<file path="config.mk">
export PLATFORM = sky130hd
export DESIGN_NAME = moving_sum_threshold_lookahead_flat
export DESIGN_NICKNAME = d
export VERILOG_FILES = /design/src/rtl/msth_pkg.sv /design/src/rtl/msth_if.sv /design/src/rtl/msth_ctrl.sv /design/src/rtl/msth_dp.sv /design/src/rtl/moving_sum_threshold_lookahead.sv /design/src/flat_wrapper.sv
export SDC_FILE = /design/constraint.sdc
export NUM_CORES = 2
export LEC_CHECK = 0
export ABC_CLOCK_PERIOD_IN_PS = 7200
export BUFFER_PORTS_ARGS = -buffer_cell sky130_fd_sc_hd__clkbuf_2
export CAP_MARGIN = 40
export CORE_MARGIN = 3
export CORE_UTILIZATION = 50
export DETAILED_ROUTE_END_ITERATION = 7
export PLACE_DENSITY = 0.66
export SLEW_MARGIN = 0
export SYNTH_ARGS = -nofsm -noshare
export SYNTH_HDL_FRONTEND = slang
export SYNTH_SLANG_ARGS = --single-unit
</file>
<file path="constraint.sdc">
create_clock -name clk -period 7.2 [get_ports clk]
set_input_delay 1.8 -clock clk [delete_from_list [all_inputs] [get_ports clk]]
set_output_delay 1.8 -clock clk [all_outputs]
set_load 0.01 [all_outputs]
</file>
<file path="src/rtl/msth_pkg.sv">
`default_nettype none

package msth_pkg;

  localparam int MAX_WINDOW  = 64;
  localparam int SAMPLE_BITS = 16;
  localparam int POS_BITS    = $clog2(MAX_WINDOW);
  localparam int LEN_BITS    = POS_BITS + 1;

  localparam int CMD_BITS    = 2;
  localparam int DELAY_BITS  = 6;
  localparam int WLEN_BITS   = 7;
  localparam int SUM_BITS    = 22;
  localparam int CFG_IDX_BITS  = 2;
  localparam int CFG_DATA_BITS = 22;

  localparam logic [CMD_BITS-1:0] CMD_SAMPLE = 2'd0;
  localparam logic [CMD_BITS-1:0] CMD_ARM    = 2'd1;
  localparam logic [CMD_BITS-1:0] CMD_DRAIN  = 2'd2;

  localparam logic [CFG_IDX_BITS-1:0] REG_DELAY     = 2'd0;
  localparam logic [CFG_IDX_BITS-1:0] REG_WLEN      = 2'd1;
  localparam logic [CFG_IDX_BITS-1:0] REG_THRESHOLD = 2'd2;

  localparam logic [WLEN_BITS-1:0]  WLEN_RESET      = 7'd15;
  localparam logic [SUM_BITS-1:0]   THRESHOLD_RESET = 22'd256;

  typedef enum logic [1:0] {
    ST_IDLE,
    ST_SAMPLE,
    ST_DRAIN
  } state_t;

  typedef struct packed {
    logic take_sample;
    logic commit;
    logic arm;
    logic disarm;
    logic drain_emit;
  } ctl_t;

  typedef struct packed {
    logic [CMD_BITS-1:0] cmd;
    logic                armed;
    logic                pend_zero;
    logic                emit_due;
    logic                drain_last;
    logic                slot_free;
  } stat_t;

endpackage

`default_nettype wire

</file>
<file path="src/rtl/msth_if.sv">
`default_nettype none

interface msth_in_if;
  import msth_pkg::*;
  logic                          valid;
  logic                          ready;
  logic [CMD_BITS-1:0]           cmd;
  logic signed [SAMPLE_BITS-1:0] sample;

  modport source (output valid, output cmd, output sample, input ready);
  modport sink   (input valid, input cmd, input sample, output ready);
endinterface

interface msth_out_if;
  logic valid;
  logic ready;
  logic detect;
  logic last;

  modport source (output valid, output detect, output last, input ready);
  modport sink   (input valid, input detect, input last, output ready);
endinterface

`default_nettype wire

</file>
<file path="src/rtl/msth_ctrl.sv">
`default_nettype none

module msth_ctrl
  import msth_pkg::*;
(
  input  wire logic  clk,
  input  wire logic  rst,
  input  wire logic  in_valid,
  output logic       in_ready,
  input  wire stat_t stat,
  output ctl_t       ctl
);

  state_t state;
  state_t state_next;

  always_ff @(posedge clk) begin
    if (rst) begin
      state <= ST_IDLE;
    end else begin
      state <= state_next;
    end
  end

  always_comb begin
    state_next = state;
    case (state)
      ST_IDLE: begin
        if (in_valid) begin
          if (stat.cmd == CMD_SAMPLE) begin
            state_next = ST_SAMPLE;
          end else if (stat.cmd == CMD_DRAIN && stat.armed && !stat.pend_zero) begin
            state_next = ST_DRAIN;
          end
        end
      end
      ST_SAMPLE: begin
        if (!stat.emit_due || stat.slot_free) begin
          state_next = ST_IDLE;
        end
      end
      ST_DRAIN: begin
        if (stat.slot_free && stat.drain_last) begin
          state_next = ST_IDLE;
        end
      end
      default: state_next = ST_IDLE;
    endcase
  end

  always_comb begin
    in_ready = 1'b0;
    ctl      = '0;
    case (state)
      ST_IDLE: begin
        in_ready = 1'b1;
        if (in_valid) begin
          case (stat.cmd)
            CMD_SAMPLE: ctl.take_sample = 1'b1;
            CMD_ARM:    ctl.arm = 1'b1;
            CMD_DRAIN: begin
              if (stat.armed && stat.pend_zero) begin
                ctl.disarm = 1'b1;
              end
            end
            default: ;
          endcase
        end
      end
      ST_SAMPLE: ctl.commit = !stat.emit_due || stat.slot_free;
      ST_DRAIN:  ctl.drain_emit = stat.slot_free;
      default: ;
    endcase
  end

endmodule

`default_nettype wire

</file>
<file path="src/rtl/msth_dp.sv">
`default_nettype none

module msth_dp
  import msth_pkg::*;
(
  input  wire logic                          clk,
  input  wire logic                          rst,
  input  wire logic [CMD_BITS-1:0]           in_cmd,
  input  wire logic signed [SAMPLE_BITS-1:0] in_sample,
  input  wire logic                          cfg_we,
  input  wire logic [CFG_IDX_BITS-1:0]       cfg_index,
  input  wire logic [CFG_DATA_BITS-1:0]      cfg_data,
  input  wire ctl_t                          ctl,
  output stat_t                              stat,
  msth_out_if.source                         dout
);

  logic [DELAY_BITS-1:0]       delay;
  logic [WLEN_BITS-1:0]        wlen;
  logic signed [SUM_BITS-1:0]  thr;

  logic signed [SAMPLE_BITS-1:0] mem [MAX_WINDOW];
  logic [MAX_WINDOW-1:0]         vld;
  logic signed [SAMPLE_BITS-1:0] rd_data;
  logic                          rd_vld;
  logic signed [SAMPLE_BITS-1:0] smp;
  logic [POS_BITS-1:0]           addr;

  logic [POS_BITS-1:0]         pos;
  logic signed [SUM_BITS-1:0]  sum;
  logic [DELAY_BITS-1:0]       pending;
  logic                        armed;

  logic                        out_valid;
  logic                        out_detect;
  logic                        out_last;

  logic [LEN_BITS-1:0]         eff_len;
  logic [POS_BITS-1:0]         pos_use;
  logic [LEN_BITS-1:0]         pos_inc;
  logic [POS_BITS-1:0]         pos_next;
  logic signed [SUM_BITS-1:0]  old_ext;
  logic signed [SUM_BITS-1:0]  smp_ext;
  logic signed [SUM_BITS-1:0]  sum_next;
  logic                        slot_free;
  logic                        wlen_write;

  // effective window length, clamped to 1..MAX_WINDOW
  always_comb begin
    if (wlen == '0) begin
      eff_len = LEN_BITS'(1);
    end else if (LEN_BITS'(wlen) > LEN_BITS'(MAX_WINDOW)) begin
      eff_len = LEN_BITS'(MAX_WINDOW);
    end else begin
      eff_len = LEN_BITS'(wlen);
    end
  end

  assign pos_use  = ({1'b0, pos} >= eff_len) ? '0 : pos;
  assign pos_inc  = {1'b0, addr} + LEN_BITS'(1);
  assign pos_next = (pos_inc >= eff_len) ? '0 : pos_inc[POS_BITS-1:0];

  // unwritten entries read as zero
  assign old_ext  = rd_vld ? {{(SUM_BITS-SAMPLE_BITS){rd_data[SAMPLE_BITS-1]}}, rd_data} : '0;
  assign smp_ext  = {{(SUM_BITS-SAMPLE_BITS){smp[SAMPLE_BITS-1]}}, smp};
  assign sum_next = sum - old_ext + smp_ext;

  assign slot_free  = !out_valid || dout.ready;
  assign wlen_write = cfg_we && cfg_index == REG_WLEN;

  assign stat.cmd        = in_cmd;
  assign stat.armed      = armed;
  assign stat.pend_zero  = pending == '0;
  assign stat.emit_due   = pending >= delay;
  assign stat.drain_last = pending == DELAY_BITS'(1);
  assign stat.slot_free  = slot_free;

  always_ff @(posedge clk) begin
    if (rst) begin
      delay <= '0;
      wlen  <= WLEN_RESET;
      thr   <= THRESHOLD_RESET;
    end else if (cfg_we) begin
      case (cfg_index)
        REG_DELAY:     delay <= cfg_data[DELAY_BITS-1:0];
        REG_WLEN:      wlen  <= cfg_data[WLEN_BITS-1:0];
        REG_THRESHOLD: thr   <= cfg_data[SUM_BITS-1:0];
        default: ;
      endcase
    end
  end

  always_ff @(posedge clk) begin
    if (ctl.commit) begin
      mem[addr] <= smp;
    end
    if (ctl.take_sample) begin
      rd_data <= mem[pos_use];
      rd_vld  <= vld[pos_use];
      smp     <= in_sample;
      addr    <= pos_use;
    end
  end

  always_ff @(posedge clk) begin
    if (rst || wlen_write) begin
      vld <= '0;
      pos <= '0;
      sum <= '0;
    end else if (ctl.commit) begin
      vld[addr] <= 1'b1;
      pos       <= pos_next;
      sum       <= sum_next;
    end
  end

  always_ff @(posedge clk) begin
    if (rst) begin
      pending <= '0;
      armed   <= 1'b0;
    end else begin
      if (ctl.commit && !stat.emit_due) begin
        pending <= pending + DELAY_BITS'(1);
      end else if (ctl.drain_emit) begin
        pending <= pending - DELAY_BITS'(1);
      end
      if (ctl.arm) begin
        armed <= 1'b1;
      end else if (ctl.disarm || (ctl.drain_emit && stat.drain_last)) begin
        armed <= 1'b0;
      end
    end
  end

  // output register
  always_ff @(posedge clk) begin
    if (rst) begin
      out_valid <= 1'b0;
    end else if ((ctl.commit && stat.emit_due) || ctl.drain_emit) begin
      out_valid <= 1'b1;
    end else if (dout.ready) begin
      out_valid <= 1'b0;
    end
  end

  always_ff @(posedge clk) begin
    if (ctl.commit && stat.emit_due) begin
      out_detect <= sum_next > thr;
      out_last   <= 1'b1;
    end else if (ctl.drain_emit) begin
      out_detect <= sum > thr;
      out_last   <= stat.drain_last;
    end
  end

  assign dout.valid  = out_valid;
  assign dout.detect = out_detect;
  assign dout.last   = out_last;

endmodule

`default_nettype wire

</file>
<file path="src/rtl/moving_sum_threshold_lookahead.sv">
// moving window sum with threshold decision and look-ahead delay
//
// din carries one command per beat: sample (with a Q8.8 sample), arm flush,
// or drain tick. dout carries one decision per beat: detect and last.
// cfg_we/cfg_index/cfg_data write lookahead_delay (0), window_length (1)
// and threshold (2); a write to window_length empties the window.
//
// a sample beat first reads the oldest window entry from the 64-entry
// store, then updates the sum and writes the new entry, waiting while a
// due decision finds the output register full. its decision, if any, is
// loaded into the output register together with that update. arm and
// non-emitting drain beats are handled in the idle state. an armed drain
// is accepted in the idle state and then gives one result per cycle while
// the output register can take one, pending count results in all.
// the output register lets a result wait while the next beat is taken;
// while the receiver stalls a waiting result holds and further results wait.
// reset restores the default registers and an empty window at once, with
// no clearing pass.
`default_nettype none

module moving_sum_threshold_lookahead
  import msth_pkg::*;
(
  input  wire logic                     clk,
  input  wire logic                     rst,
  input  wire logic                     cfg_we,
  input  wire logic [CFG_IDX_BITS-1:0]  cfg_index,
  input  wire logic [CFG_DATA_BITS-1:0] cfg_data,
  msth_in_if.sink                       din,
  msth_out_if.source                    dout
);

  ctl_t  ctl;
  stat_t stat;
  logic  in_ready;

  assign din.ready = in_ready;

  msth_ctrl u_ctrl (
    .clk      (clk),
    .rst      (rst),
    .in_valid (din.valid),
    .in_ready (in_ready),
    .stat     (stat),
    .ctl      (ctl)
  );

  msth_dp u_dp (
    .clk       (clk),
    .rst       (rst),
    .in_cmd    (din.cmd),
    .in_sample (din.sample),
    .cfg_we    (cfg_we),
    .cfg_index (cfg_index),
    .cfg_data  (cfg_data),
    .ctl       (ctl),
    .stat      (stat),
    .dout      (dout)
  );

endmodule

`default_nettype wire
</file>
<file path="src/flat_wrapper.sv">
// flat-port wrapper written by rule: the top's interface ports become plain ports
module moving_sum_threshold_lookahead_flat import msth_pkg::*;
  (clk, rst, cfg_we, cfg_index, cfg_data, din_valid, din_cmd, din_sample, din_ready, dout_valid, dout_detect, dout_last, dout_ready);
  msth_in_if din_i ();
  msth_out_if dout_i ();
  input  wire logic clk;
  input  wire logic rst;
  input  wire logic cfg_we;
  input  wire logic [CFG_IDX_BITS-1:0] cfg_index;
  input  wire logic [CFG_DATA_BITS-1:0] cfg_data;
  input wire logic [$bits(din_i.valid)-1:0] din_valid;
  input wire logic [$bits(din_i.cmd)-1:0] din_cmd;
  input wire logic [$bits(din_i.sample)-1:0] din_sample;
  output wire logic [$bits(din_i.ready)-1:0] din_ready;
  output wire logic [$bits(dout_i.valid)-1:0] dout_valid;
  output wire logic [$bits(dout_i.detect)-1:0] dout_detect;
  output wire logic [$bits(dout_i.last)-1:0] dout_last;
  input wire logic [$bits(dout_i.ready)-1:0] dout_ready;
  assign din_i.valid = din_valid;
  assign din_i.cmd = din_cmd;
  assign din_i.sample = din_sample;
  assign din_ready = din_i.ready;
  assign dout_valid = dout_i.valid;
  assign dout_detect = dout_i.detect;
  assign dout_last = dout_i.last;
  assign dout_i.ready = dout_ready;
  moving_sum_threshold_lookahead u_core (.clk(clk), .rst(rst), .cfg_we(cfg_we), .cfg_index(cfg_index), .cfg_data(cfg_data), .din(din_i), .dout(dout_i));
endmodule
</file>
==> run summary <==
Counting distinct cell types in the post-synthesis netlist gives 84. Once detail routing completed, the nets flagged for antenna violations numbered 0. Detailed placement finished with a half-perimeter wire length of 85400 um. Setup repair after global routing left no endpoint under its margin. After synthesis, the largest family of logic cells by area is compound AO/OA/AOI/OAI gates.

The floorplan row count was 116. Setup slack closes at 2.21 ns. The post-synthesis cell area came out at 0.0506 mm2.

For the pin with the worst max-slew slack, the measured transition is 0.973 ns. The run finished with clean final reports. The logs give 0 for the number of remaining DRC errors and 0.100 mm2 for the core area. The count of buffers added on input and output ports is 50.

The synthesized design spends more area on one cell type than any other, namely edfxtp_1. The count of endpoints failing hold in the final timing report is 0. The share of synthesized area spent on multiplexers was 0.0398. Clock skew on the completed layout was measured at 0.0371 ns.

The run gives 3934 as the iteration-0 DRC count of the detailed router. The fraction of registers with async set or reset after synthesis is 0. The final max-slew violation count is 0, and the top fanout value on the critical path is 65.

The run gives 0.352 as the relative slew slack. The tools report the number of antenna violations at the first check in global routing as 10. At the end of routability-driven placement, the weighted congestion stood at 0.913. The average wire length per cell after detail routing works out to 26.3 um.

In the layout the commonest cells are 1064 x edfxtp_1, 653 x nand2_1, 237 x a21oi_1, 210 x nand3_1, 149 x nor2_1. For the finished layout, the period the worst path requires is 4.99 ns. The clock input transition at the sequential cells of the worst setup and hold paths is 0.06 ns, and the clock network latency to the later pin of the worst-skew pair is 0.72 ns. Number of cells upsized or downsized after cts: 0.

The logs give 142000 um for the total wirelength of the detailed-routed design and 4037 for the number of nets produced by synthesis. The tools report the largest net degree at the start of global routing as 159. Along the worst hold path, the cell count comes to 2. The number of setup buffers added after CTS is 0. Number of buffers created by CTS: 119. Global-route total usage across every layer: 0.270. A synthesized cell averages 13.1 um2.

On the worst path, the slowest cell contributes a delay of 0.65 ns. Measured in cells, the most critical reg-to-reg path has a length of 18. In this run the critical register-to-register path is captured at u_core.u_dp.dout.detect.

The detailed-routing iteration count for the pre-antenna-repair pass is 8, and the total via count after detailed routing is 32914. In the final timing run, aggregate negative setup slack is 0 ns. Fill cells in the final layout number 8045.

The critical path goes through buf_4 > inv_1 > fa_1 > inv_1 > ha_1 > o21a_1 > o21ai_0 > a31o_2 > a2111oi_0 > nor2_1 > xnor2_1 > ha_1 > nand4_1 > nor2_1 > nand3_1 > o211ai_1 > mux2i_1 > o31ai_1. TritonCTS built the clock tree. The root cell of the clock tree was clkbuf_16. The synthesis-to-layout area growth is 11.7%, and the number of top-level design ports is 51. The area enclosed by the die boundary was 0.105 mm2; the proportion of layout cells with a drive suffix above 1 was 0.114. The slowest stage of the critical path is the buf_4 cell.

The analysis attributes to cell leakage a power of 0.0192 uW. Synthesis handed over a netlist of 3878 instances. The number of synthesized flops with an enable pin was 1064; the initial cell density of the core was 0.505. From bottom edge to top edge, the die measures 324 um.

The fraction of the mapped netlist area in adder cells is 0.0308. Ranked by total cell area, the synthesized netlist is headed by edfxtp_1 63%, dfxtp_1 5.5%, nand2_1 4.8%. Setup slack on the worst reg-to-reg path comes out at 2.21 ns. The endpoint with the worst hold slack was u_core.u_dp.sum[0]. Counting flops and latches in the post-synthesis netlist gives 1202. For this run, the top clock speed supported by timing is 201 MHz. The worst hold path begins at u_core.u_dp.sum[0].

The post-route clock period utilization is 0.693. The simple-gate portion of the synthesized area is 0.102, and the deepest level of the CTS H-tree is 3. Xor/xnor share of the synthesized area: 0.00415.

After global routing the overflow that remains totals 0. The run gives 0 as the number of buffers inserted for hold repair after clock tree synthesis. The wire length of the first global-routing pass was 208000 um. STA classifies the critical path endpoint as a register. Setup violations remaining at the end of the flow were counted as 0.

The number of nets at the end of the flow is 4119. The tool flagged a number of max-cap violations equal to 0. The maximum resistive drop on vdd is 186 uV, and the via count of the first global-routing pass is 30840. The longest clock path from root to sink contains 3 buffers. The fraction of the mapped netlist area in compound gates is 0.108. Arrival time reported for the critical path endpoint: 5.41 ns.

The most used flip-flop cell after synthesis is edfxtp_1. The post-synthesis sequential area ratio was 0.686. Timing analysis after detailed placement gives a worst setup slack of 2.29 ns. Leaving out fill and tap cells, the most frequent cell in the layout is edfxtp_1. The run gives 0.564 as the final standard cell utilization of the core. In this run the critical register-to-register path is launched from u_core.u_dp.smp[12]. The critical path start-end classification is register to register. The detail-routed via count per cell was 6.07; the worst path required time was 7.62 ns.

Yosys printed 0 warnings. The type of the worst min-delay path is register to register. The overall die width was 324 um; the top cell type's share of synthesized area was 0.631.

Counting every sink on the clock net gives 1202. Power spread over the standard cell area amounts to 246 mW/mm2. The worst setup path is launched from a register.
## how the worst max path moves through the flow
stage,from,to,slack (ns),depth (start not counted)
6_report,u_core.u_dp.smp[12],u_core.u_dp.dout.detect,2.21,18
2_1_floorplan,u_core.u_dp.smp[15],u_core.u_dp.dout.detect,2.18,19
3_5_place_dp,u_core.u_dp.smp[12],u_core.u_dp.dout.detect,2.29,18
5_1_grt,u_core.u_dp.rd_vld,u_core.u_dp.dout.detect,1.77,19
3_3_place_gp,u_core.u_dp.rd_vld,u_core.u_dp.dout.detect,2.31,19
4_1_cts,u_core.u_dp.smp[12],u_core.u_dp.dout.detect,2.24,18
## routing by layer
metal  routed length, um  GRT usage
met1               60000      0.399
met2               62600      0.402
met3               14700     0.0527
met4                5060     0.0913
met5                  31          0
## per-stage QoR
stage	instance area [um2]	hold WS [ns]	instances	power (uW)
floorplan	50600	0.433	3878	7950
global placement	52600	0.442	5183	8090
detailed placement	52800	0.446	5196	8100
CTS	56500	0.455	5420	14000
global route	56500	0.479	5421	14300
finish	56500	0.454	5421	13900
## synthesized netlist by cell type, drive strengths merged, types with 72 or more instances
cell	count
mux2	72
nor2	157
dfxtp	138
clkbuf	100
a31oi	88
a21oi	238
edfxtp	1064
o211ai	89
ha	91
buf	125
nand3	211
nand2	653
mux2i	112
inv	130
o21ai	104
## critical path: cells and delay by family (launching register included)
family	cells	cell delay, ns
compound gates	6	1.35
fa+ha+maj	3	1.25
buf+inv	3	0.85
simple gates	4	0.52
flops	1	0.32
mux	1	0.23
xor+xnor	1	0.16
## layout make-up
| type | instances | area (um2) | area share |
|---|---|---|---|
| Antenna cell | 1 | 2.50 | 0.0000443 |
| Clock buffer | 167 | 3380 | 0.0598 |
| Clock inverter | 57 | 372 | 0.00657 |
| Inverter | 132 | 508 | 0.00898 |
| Multi-Input combinational cell | 2319 | 14500 | 0.256 |
| Sequential cell | 1202 | 34700 | 0.614 |
| Tap cell | 1357 | 1700 | 0.0300 |
| Timing Repair Buffer | 186 | 1400 | 0.0248 |
## sequential cells by signal (all words and copies together), names as in the netlist
signal and count:
u_core.u_dp.pos 6, u_core.u_dp.rd_data 16, u_core.u_dp.addr 6, u_core.u_dp.vld 64, u_core.u_dp.dout.detect 1, u_core.u_dp.armed 1, u_core.u_dp.rd_vld 1, u_core.u_dp.dout.last 1
u_core.u_dp.sum 22, u_core.u_dp.dout.valid 1, u_core.u_dp.delay 6, u_core.u_dp.mem 1024, u_core.u_dp.pending 6, u_core.u_ctrl.state 2, u_core.u_dp.thr 22, u_core.u_dp.wlen 7
u_core.u_dp.smp 16
## where the power goes
part	switching, uW	total [uW]	leakage, uW	internal [uW]
sequential	13.0	7560	0.0107	7540
combinational	272	402	0.00666	130
clock	2610	5950	0.00184	3340
## logic make-up (layout without fill, tap and decap cells)
group | after synthesis | in the layout
buf+inv | 357 | 542
simple gates | 1179 | 1179
flops | 1202 | 1202
other cells | 0 | 1
compound gates | 818 | 818
xor+xnor | 24 | 24
fa+ha+maj | 112 | 112
mux | 186 | 186
Power figures use the tool's default switching activity.
